File: config.mk
export PLATFORM = sky130hd
export DESIGN_NAME = kect_ctrl
export DESIGN_NICKNAME = d
export VERILOG_FILES = /design/src/kect_pkg.sv /design/src/kect_ctrl.sv
export SDC_FILE = /design/constraint.sdc
export NUM_CORES = 1
export LEC_CHECK = 0
export BUFFER_PORTS_ARGS = -buffer_cell sky130_fd_sc_hd__buf_4
export CORE_MARGIN = 2
export CORE_UTILIZATION = 40
export DETAILED_ROUTE_END_ITERATION = 8
export PLACE_DENSITY = 0.81
export SYNTH_ARGS = -nofsm -noshare
export SYNTH_HDL_FRONTEND = slang
export SYNTH_SLANG_ARGS = --single-unit
File: constraint.sdc
create_clock -name clk -period 1.4 [get_ports clk]
set_clock_uncertainty 0.1 [all_clocks]
set_input_delay 0 -clock clk [delete_from_list [all_inputs] [get_ports clk]]
set_output_delay 0 -clock clk [all_outputs]
set_load 0.01 [all_outputs]
File: src/kect_pkg.sv
// ----------------------------------------------------------------------------
// kect_pkg: shared types and constants for the keyed event counter table
// Holds table sizes, command and status codes, and the control/status structs.
// ----------------------------------------------------------------------------
`default_nettype none
package kect_pkg;
	localparam int CallSlots = 16;
	localparam int RecordsPerCall = 32;
	localparam int NameBytes = 16;
	localparam int SlotW = $clog2(CallSlots);
	localparam int RecW = $clog2(RecordsPerCall);
	localparam int AddrW = SlotW + RecW;
	localparam logic [63:0] HighMask = (NameBytes - 8 >= 8) ? '1 :
		((64'd1 << (8 * (NameBytes - 8))) - 64'd1);

	localparam logic [1:0] CmdCount = 2'd0;
	localparam logic [1:0] CmdClear = 2'd1;
	localparam logic [1:0] CmdRead  = 2'd2;

	localparam logic [2:0] StCounted     = 3'd0;
	localparam logic [2:0] StRecordAdded = 3'd1;
	localparam logic [2:0] StCallAdded   = 3'd2;
	localparam logic [2:0] StIgnored     = 3'd3;
	localparam logic [2:0] StCleared     = 3'd4;
	localparam logic [2:0] StReadEmpty   = 3'd5;
	localparam logic [2:0] StReadOk      = 3'd6;

	// controller -> datapath
	typedef struct packed {
		logic latch;      // capture inputs
		logic clear;      // empty table
		logic slot_rst;   // reset slot counter
		logic slot_inc;
		logic rec_rst;
		logic rec_inc;
		logic rd_slot;    // issue memory read at slot/record counters
		logic rd_sel;     // issue memory read at selected record
		logic sel_slot;   // load slot counter from read slot select
		logic claim;      // claim ring slot
		logic put_rec;    // write new record
		logic bump;       // increment matched count
		logic load_max;   // reset max
		logic acc_max;    // fold read count into max
		logic div_start;
		logic div_step;
		logic save_sel;   // keep selected record data
		logic fin;        // present result
		logic [2:0] st;
	} kect_cmd_t;

	// datapath -> controller
	typedef struct packed {
		logic [1:0] cmd;
		logic armed;
		logic slot_last;
		logic rec_last;
		logic slot_hit;   // current slot used and name matches
		logic rec_hit;    // current record valid and matches
		logic rec_valid;  // current record valid
		logic sel_ok;     // read selection in range and valid
		logic div_done;
	} kect_sts_t;
endpackage
`default_nettype wire

File: src/kect_ctrl.sv
// ----------------------------------------------------------------------------
// kect_ctrl: sequencer for the keyed event counter table
// Decodes clear, count and read; walks slots and records for events, scans a slot and divides for reads.
// ----------------------------------------------------------------------------
`default_nettype none
module kect_ctrl (
	input  wire logic clk,
	input  wire logic arst_n,
	input  wire logic start,
	output logic busy,
	output kect_pkg::kect_cmd_t cmd,
	input  kect_pkg::kect_sts_t sts
);
	typedef enum logic [3:0] {
		S_IDLE, S_DEC, S_SRD, S_SCHK, S_RRD, S_RCHK, S_MRD, S_MCHK,
		S_SELRD, S_SELW, S_DIV, S_DONE
	} state_t;
	state_t state_q;

	always_comb begin
		cmd = '0;
		cmd.st = kect_pkg::StIgnored;
		cmd.latch = (state_q == S_IDLE) && start;
		unique case (state_q)
			S_IDLE: ;
			S_DEC: begin
				unique case (sts.cmd)
					kect_pkg::CmdClear: begin
						cmd.clear = 1'b1;
						cmd.fin = 1'b1;
						cmd.st = kect_pkg::StCleared;
					end
					kect_pkg::CmdCount: begin
						if (sts.armed) begin
							cmd.slot_rst = 1'b1;
						end else begin
							cmd.fin = 1'b1;
						end
					end
					kect_pkg::CmdRead: begin
						if (!sts.sel_ok) begin
							cmd.fin = 1'b1;
							cmd.st = kect_pkg::StReadEmpty;
						end else begin
							cmd.rec_rst = 1'b1;
							cmd.load_max = 1'b1;
							cmd.sel_slot = 1'b1;
						end
					end
					default: cmd.fin = 1'b1;
				endcase
			end
			S_SRD: cmd.rd_slot = 1'b1;
			S_SCHK: begin
				if (sts.slot_hit) begin
					cmd.rec_rst = 1'b1;
				end else if (sts.slot_last) begin
					cmd.claim = 1'b1;
					cmd.put_rec = 1'b1;
					cmd.fin = 1'b1;
					cmd.st = kect_pkg::StCallAdded;
				end else begin
					cmd.slot_inc = 1'b1;
				end
			end
			S_RRD: cmd.rd_slot = 1'b1;
			S_RCHK: begin
				if (sts.rec_hit) begin
					cmd.bump = 1'b1;
					cmd.fin = 1'b1;
					cmd.st = kect_pkg::StCounted;
				end else if (sts.rec_last) begin
					cmd.put_rec = 1'b1;
					cmd.fin = 1'b1;
					cmd.st = kect_pkg::StRecordAdded;
				end else begin
					cmd.rec_inc = 1'b1;
				end
			end
			S_MRD: cmd.rd_slot = 1'b1;
			S_MCHK: begin
				cmd.acc_max = 1'b1;
				if (!sts.rec_last) cmd.rec_inc = 1'b1;
			end
			S_SELRD: cmd.rd_sel = 1'b1;
			S_SELW: begin
				cmd.save_sel = 1'b1;
				cmd.div_start = 1'b1;
			end
			S_DIV: begin
				cmd.div_step = 1'b1;
				if (sts.div_done) begin
					cmd.fin = 1'b1;
					cmd.st = kect_pkg::StReadOk;
				end
			end
			S_DONE: ;
			default: ;
		endcase
	end

	always_ff @(posedge clk or negedge arst_n) begin
		if (!arst_n) begin
			state_q <= S_IDLE;
			busy <= 1'b0;
		end else begin
			unique case (state_q)
				S_IDLE: if (start) begin
					state_q <= S_DEC;
					busy <= 1'b1;
				end
				S_DEC: begin
					if (cmd.fin) state_q <= S_DONE;
					else if (sts.cmd == kect_pkg::CmdCount) state_q <= S_SRD;
					else state_q <= S_MRD;
				end
				S_SRD: state_q <= S_SCHK;
				S_SCHK: begin
					if (sts.slot_hit) state_q <= S_RRD;
					else if (sts.slot_last) state_q <= S_DONE;
					else state_q <= S_SRD;
				end
				S_RRD: state_q <= S_RCHK;
				S_RCHK: begin
					if (cmd.fin) state_q <= S_DONE;
					else state_q <= S_RRD;
				end
				S_MRD: state_q <= S_MCHK;
				S_MCHK: state_q <= sts.rec_last ? S_SELRD : S_MRD;
				S_SELRD: state_q <= S_SELW;
				S_SELW: state_q <= S_DIV;
				S_DIV: if (sts.div_done) state_q <= S_DONE;
				S_DONE: begin
					state_q <= S_IDLE;
					busy <= 1'b0;
				end
				default: state_q <= S_IDLE;
			endcase
		end
	end
endmodule
`default_nettype wire

==> results of run 1 <==
power groups by stage:
stage	clock network (mW)	logic (mW)	registers (mW)
4_1_cts	0.183	1.77	0.346
6_report	0.187	2.13	0.350
5_1_grt	0.203	2.25	0.359
3_3_place_gp	0	1.40	0.326
2_1_floorplan	0	0.848	0.291
3_5_place_dp	0	1.42	0.337
path summary, 6_finish.rpt:
path	to	depth (start not counted)
worst max register to register	state_q[2]$_DFFE_PN0P_	6
min in group asynchronous	state_q[1]$_DFFE_PN0P_	3
worst min register to register	busy$_DFFE_PN0P_	2
worst max-delay path	cmd[16]	5
max in group asynchronous	state_q[3]$_DFFE_PN0P_	3
worst min-delay path	state_q[2]$_DFFE_PN0P_	3
sequential cells by signal, summed over array words and instances (netlist names):
| register | flops |
|---|---|
| state_q | 4 |
| busy | 1 |
critical path, cell delays in order, from the launching register on:
cell and delay (ps):
dfrtp_1 410, buf_6 140, nor4b_4 370, and3_4 260
a21o_1 80, buf_4 110
cells in the final DEF (no fill, tap or decap), types with 3 or more instances in the layout:
| master | n |
|---|---|
| nor2_1 | 3 |
| buf_4 | 50 |
| nand2_1 | 5 |
| clkbuf_4 | 3 |
| inv_1 | 7 |
| and3_4 | 3 |
| a21oi_1 | 8 |
| nand2b_1 | 3 |
| o21ai_0 | 3 |
| nor2_2 | 3 |
| nand2_2 | 3 |
| nor3_2 | 3 |
| dfrtp_2 | 3 |
| dlygate4sd3_1 | 5 |
| buf_6 | 12 |
| ha_1 | 4 |
layout make-up:
class	instances	area share, %
Timing Repair Buffer	68	42.6
Inverter	8	2.41
Clock buffer	3	1.67
Sequential cell	5	9.54
Multi-Input combinational cell	72	41.9
Clock inverter	1	0.370
Tap cell	17	1.57
timing repair:
| action | CTS | global route |
|---|---|---|
| gates resized for setup | 28 | 16 |
| pin swaps | 6 | 7 |
| hold buffers | 5 | 0 |
| setup buffers | 6 | 6 |
| endpoints found under the hold margin | 9 | 0 |
| endpoints found under the setup margin | 23 | 25 |
cells by family after synthesis:
logic type / count (synthesis) / share of synthesized area (%)
adders and majority gates: 4 / 7.25
buffers and inverters: 15 / 11.4
and+or+nand+nor: 41 / 36.2
AOI/OAI and AO/OA: 25 / 24.1
muxes: 2 / 2.90
DFF: 5 / 18.1
stage by stage:
step / instances / area [um2] / setup TNS [ps]
after floorplan: 92 / 691 / 0
final: 174 / 1350 / -4240
after global routing: 174 / 1350 / -5610
after global placement: 153 / 1050 / -58.0
after detailed placement: 153 / 1050 / -284
after CTS: 168 / 1260 / -3570
routing by layer:
metal / share of wire, % / vias up
met1: 41 / 477
met3: 6.5 / 11
met5: 0 / -
met2: 51 / 65
li1: - / 453
met4: 2.4 / 0
==> impl_metrics.py, run 1 <==
metrics = {
    "outcome": {
        "run_status": "finished, violations left",
        "violations": "setup timing",
    },
    "setup_path": {
        "crit_type": "flop to primary output",
        "r2r_start": "state_q[2]$_DFFE_PN0P_",
        "critPathRequiredTime_ps": 1300,
        "crit_path_end_kind": "primary output",
        "ff2ff_setup_slack_ps": -250,
        "critical_path.startpoint_type": "flop",
        "crit_arrival_ps": 1630,
        "critical_path_peak_fanout": 4,
        "crit_start": "state_q[2]$_DFFE_PN0P_",
    },
    "final_layout": {
        "diodes": 0,
        "fill_cells": 114,
        "multiInputGateArea_um2": 566,
        "num-nets-final": 175,
        "layout.core_utilization_pct": 80.9,
        "register_area_um2": 129,
        "area.growth.synth_to_final_pct": 95.7,
        "drive_gt1_share_pct": 60.5,
    },
    "grt": {
        "global_route.usage.total_pct": 27.8,
        "global_route_wire_length_before_repair_um": 4040,
        "globalRouteMet2Util_pct": 49.6,
        "initial_antenna_violation_count": 0,
        "grt_use_met1_pct": 30.0,
        "overflow": 0,
        "gr-usage-met3_pct": 3.97,
        "busiest_layer": "met2",
        "first_global_vias": 918,
        "maximum_number_of_pins_on_one_net_before_global_route_repair": 12,
    },
    "routing": {
        "drt_pass1_iterations": 5,
        "drt_drc_violations_left": 0,
        "final_antenna_net_count": 0,
        "finalWirelength_um": 2870,
        "overall_via_count_from_detail_route": 1006,
        "routed_via_density": 5.78,
        "drt_iter0_drc": 42,
        "routed_length_per_instance_um": 16.5,
    },
    "floorplan": {
        "num_rows": 15,
        "die-area_mm2": 0.00208,
        "die_y_um": 45.6,
        "start_util_pct": 41.3,
        "floorplan_core_area_mm2": 0.00167,
        "die_x_um": 45.6,
        "io_pins": 35,
    },
    "cts": {
        "cts_made_buffers": 3,
        "h_tree_level_count": 1,
        "cts.path.max_buffers": 2,
        "worst_skew_pair.late_latency_ps": 260,
        "cts_tree": "done",
        "cts_num_sinks": 5,
        "cts.reportedPaths.clkPinSlew_ps": 50,
        "clk_root_buffer_cell": "clkbuf_4",
    },
    "pwr": {
        "peakVddDrop_v": 0.00132,
        "fin_total_pwr_mw": 2.67,
        "comb_power_share_pct": 79.9,
        "power_switching_mw": 1.20,
        "power.share.switching_pct": 44.8,
        "leakage_power_nw": 0.677,
        "cell_internal_pwr_mw": 1.47,
        "power_dens_cells_mw_per_mm2": 1970,
        "pwr-share-seq_pct": 13.1,
        "pwr-share-clk_pct": 7.0,
    },
    "timing": {
        "grt_setup_unrepaired": "true",
        "timing.hold.ws_ps": 55.9,
        "number_of_failing_setup_endpoints_in_the_final_timing_report": 22,
        "worst_slew_margin_rel_pct": 78.1,
        "final.min_clock_period_ps": 1730,
        "post-route-period-util_pct": 124,
        "transition_at_the_pin_with_the_smallest_max_transition_slack_ps": 328,
        "finalMaxSlewViolations": 0,
        "peak_clock_frequency_supported_by_timing_mhz": 578,
        "final_critical_path_setup_slack_ps": -330,
        "finalHoldViolations": 0,
    },
    "yosys": {
        "async_flop_share_pct": 100,
        "synthTopCellsByArea": "dfrtp_1, ha_1, a21oi_1",
        "syn_area_um2": 691,
        "ys.warnings.count": 0,
        "seq_area_frac_synth_pct": 18.1,
        "synthDistinctLibCells": 38,
        "synthesis.nets": 109,
        "post_synth_most_frequent_cells": "a21oi_1, inv_1, nand2_1, nor2_1, dfrtp_1",
        "yosys_register_bits": 5,
        "postSynthCellCount": 92,
        "synth.avg_cell_area_um2": 7.51,
        "netlist.top_cell.by_area": "dfrtp_1",
        "synth_top_cell_area_share_pct": 18.1,
        "dominantRegCellSynth": "dfrtp_1",
        "number_of_flops_mapped_to_enable_cells_by_yosys": 0,
    },
    "placement": {
        "post-dp-hpwl_um": 1700,
        "routabilityCongestion": 0.884,
        "io_buffer_count": 33,
        "pre_cts_ws_ps": -124,
    },
    "flow_run": {
        "cap_violations": 0,
    },
    "worst_hold_path": {
        "hold_path_class": "primary input to flop",
        "worstHoldStart": "sts[4]",
    },
}
(Power assumes the default switching activity.)
==> run 2: changes to the inputs <==
--- a/config.mk
+++ b/config.mk
@@ -10,6 +10,7 @@
 export CORE_UTILIZATION = 40
 export DETAILED_ROUTE_END_ITERATION = 8
 export PLACE_DENSITY = 0.81
+export SKIP_LAST_GASP = 1
 export SYNTH_ARGS = -nofsm -noshare
 export SYNTH_HDL_FRONTEND = slang
 export SYNTH_SLANG_ARGS = --single-unit
==> constraint.sdc (replaced) <==
create_clock -name clk -period 1.4 [get_ports clk]
set_clock_uncertainty 0.1 [all_clocks]
set_input_delay 0 -clock clk [delete_from_list [all_inputs] [get_ports clk]]
set_output_delay 0 -clock clk [all_outputs]
set_load 0.02 [all_outputs]
==> impl_metrics.py, run 2 (synthesis gave the netlist of run 1 again) <==
metrics = {
    "outcome": {
        "run_status": "finished, violations left",
        "violations": "setup timing",
    },
    "final_layout": {
        "most-common-layout-cells": "buf_4, buf_6, a21oi_1",
        "drive_gt1_share_pct": 60.7,
        "area.growth.synth_to_final_pct": 93.8,
        "registers.top_by_ff_count": "state_q",
        "postLayoutCellArea_mm2": 0.00134,
        "num-nets-final": 168,
        "diodes": 0,
        "post_layout_nonfiller_instances": 167,
        "final_common_cell": "buf_4",
        "largestRegisters": "state_q x4, busy x1",
        "number_of_flip_flops_in_the_largest_register": 4,
        "multiInputGateArea_um2": 597,
        "register_area_um2": 129,
        "layout.core_utilization_pct": 80.1,
        "fill_cells": 112,
    },
    "setup_path": {
        "crit_type": "flop to flop",
        "crit_path_end_kind": "flop",
        "critPathRequiredTime_ps": 1460,
        "critical_path.startpoint_type": "flop",
        "reg2regPathDepth": 5,
        "worstReg2RegEnd": "state_q[2]$_DFFE_PN0P_",
        "ff2ff_setup_slack_ps": -280,
        "r2r_start": "state_q[2]$_DFFE_PN0P_",
        "critical_path_peak_fanout": 7,
        "crit_arrival_ps": 1740,
    },
    "flow_run": {
        "cap_violations": 0,
    },
    "timing": {
        "final_critical_path_setup_slack_ps": -277,
        "final.min_clock_period_ps": 1680,
        "transition_at_the_pin_with_the_smallest_max_transition_slack_ps": 353,
        "worst_slew_margin_rel_pct": 76.3,
        "grt_setup_unrepaired": "true",
        "finalHoldViolations": 0,
        "finalMaxSlewViolations": 0,
        "number_of_failing_setup_endpoints_in_the_final_timing_report": 25,
        "peak_clock_frequency_supported_by_timing_mhz": 596,
        "post-route-period-util_pct": 120,
        "timing.hold.ws_ps": 73.9,
    },
    "routing": {
        "routedLengthMet1_um": 1030,
        "drt_drc_violations_left": 0,
        "routed_via_density": 5.60,
        "drt_pass1_iterations": 4,
        "final_antenna_net_count": 0,
        "overall_via_count_from_detail_route": 936,
        "drt_iter0_drc": 19,
        "routed_length_per_instance_um": 16.3,
        "top_layer": "met4",
        "detailroute.wirelength.met2_um": 1370,
        "wl_met3_um": 170,
        "finalWirelength_um": 2720,
    },
    "placement": {
        "post-dp-hpwl_um": 1740,
        "pre_cts_ws_ps": -75.7,
        "postPlaceCellArea_mm2": 0.00105,
        "post-place-cells": 150,
        "io_buffer_count": 33,
        "routabilityCongestion": 0.856,
    },
    "grt": {
        "initial_antenna_violation_count": 0,
        "global_route_wire_length_before_repair_um": 3760,
        "global_route.usage.total_pct": 25.1,
        "overflow": 0,
        "first_global_vias": 866,
        "maximum_number_of_pins_on_one_net_before_global_route_repair": 14,
    },
    "pwr": {
        "leakage_power_nw": 0.646,
        "peakVddDrop_v": 0.00134,
        "power_dens_cells_mw_per_mm2": 2010,
    },
    "floorplan": {
        "start_util_pct": 41.3,
        "num_rows": 15,
        "io_pins": 35,
        "die_x_um": 45.6,
        "die-area_mm2": 0.00208,
        "die_y_um": 45.6,
        "floorplan_core_area_mm2": 0.00167,
    },
    "cts": {
        "cts_made_buffers": 3,
        "clk_root_buffer_cell": "clkbuf_4",
        "cts.path.max_buffers": 2,
        "worst_skew_pair.late_latency_ps": 240,
        "cts_tree": "done",
        "cts_num_sinks": 5,
        "h_tree_level_count": 1,
        "cts.reportedPaths.clkPinSlew_ps": 40,
    },
    "worst_hold_path": {
        "worstHoldStart": "sts[4]",
        "hold_path_class": "primary input to flop",
        "timing.hold.worst_path_depth": 3,
        "worstHoldEndpoint": "state_q[2]$_DFFE_PN0P_",
    },
}
[run 2: cell types whose count changed in the layout (fill, tap and decap cells not counted), sizes merged]
cell,before,now
buf,63,57
dlygate4sd3,5,4
inv,8,7
clkinv,1,0
clkbuf,3,4
clkinvlp,0,1
[run 2: metal layers]
metal | vias up | global-route usage (%)
met2 | 46 | 43.9
li1 | 439 | -
met5 | - | 0
met1 | 433 | 28.3
met3 | 18 | 7.94
met4 | 0 | 8.82
[run 2: repair_timing]
item	in CTS	in global routing
resized for setup	21	19
hold buffers	4	0
hold endpoints to repair	8	0
pin swaps	6	4
endpoints found under the setup margin	23	25
buffers inserted	5	4
[run 2: area by class of cell]
| type | instances | area share [%] |
|---|---|---|
| Clock buffer | 4 | 1.96 |
| Inverter | 8 | 2.52 |
| Multi-Input combinational cell | 72 | 44.6 |
| Sequential cell | 5 | 9.63 |
| Tap cell | 17 | 1.59 |
| Timing Repair Buffer | 61 | 39.7 |
[run 2: worst max-delay path, stage by stage (launching register included)]
cell        delay (ps)
dfrtp_2            480
clkinvlp_4         230
buf_4              190
buf_4              120
a211oi_1           320
o2bb2ai_2          150
[run 2: power breakdown]
part | internal (mW) | total (mW) | leakage, nW | switching [mW]
Clock | 0.108 | 0.169 | 0.0150 | 0.0613
Sequential | 0.225 | 0.362 | 0.0548 | 0.138
Combinational | 1.05 | 2.16 | 0.576 | 1.11
Total | 1.38 | 2.69 | 0.646 | 1.30
[run 2: per-stage QoR]
stage / setup TNS [ps] / total power, mW
floorplan: 0 / 1.30
global route: -5050 / 2.83
global placement: -17.3 / 1.87
CTS: -3120 / 2.32
finish: -3980 / 2.69
detailed placement: -192 / 1.93
[run 2: how the worst max path moves through the flow]
stage	cells past startpoint	start	to
global route	5	state_q[1]$_DFFE_PN0P_	cmd[2]
detailed placement	4	state_q[2]$_DFFE_PN0P_	state_q[1]$_DFFE_PN0P_
CTS	5	state_q[2]$_DFFE_PN0P_	cmd[2]
floorplan	4	state_q[2]$_DFFE_PN0P_	cmd[17]
finish	5	state_q[2]$_DFFE_PN0P_	state_q[2]$_DFFE_PN0P_
global placement	4	state_q[1]$_DFFE_PN0P_	state_q[2]$_DFFE_PN0P_
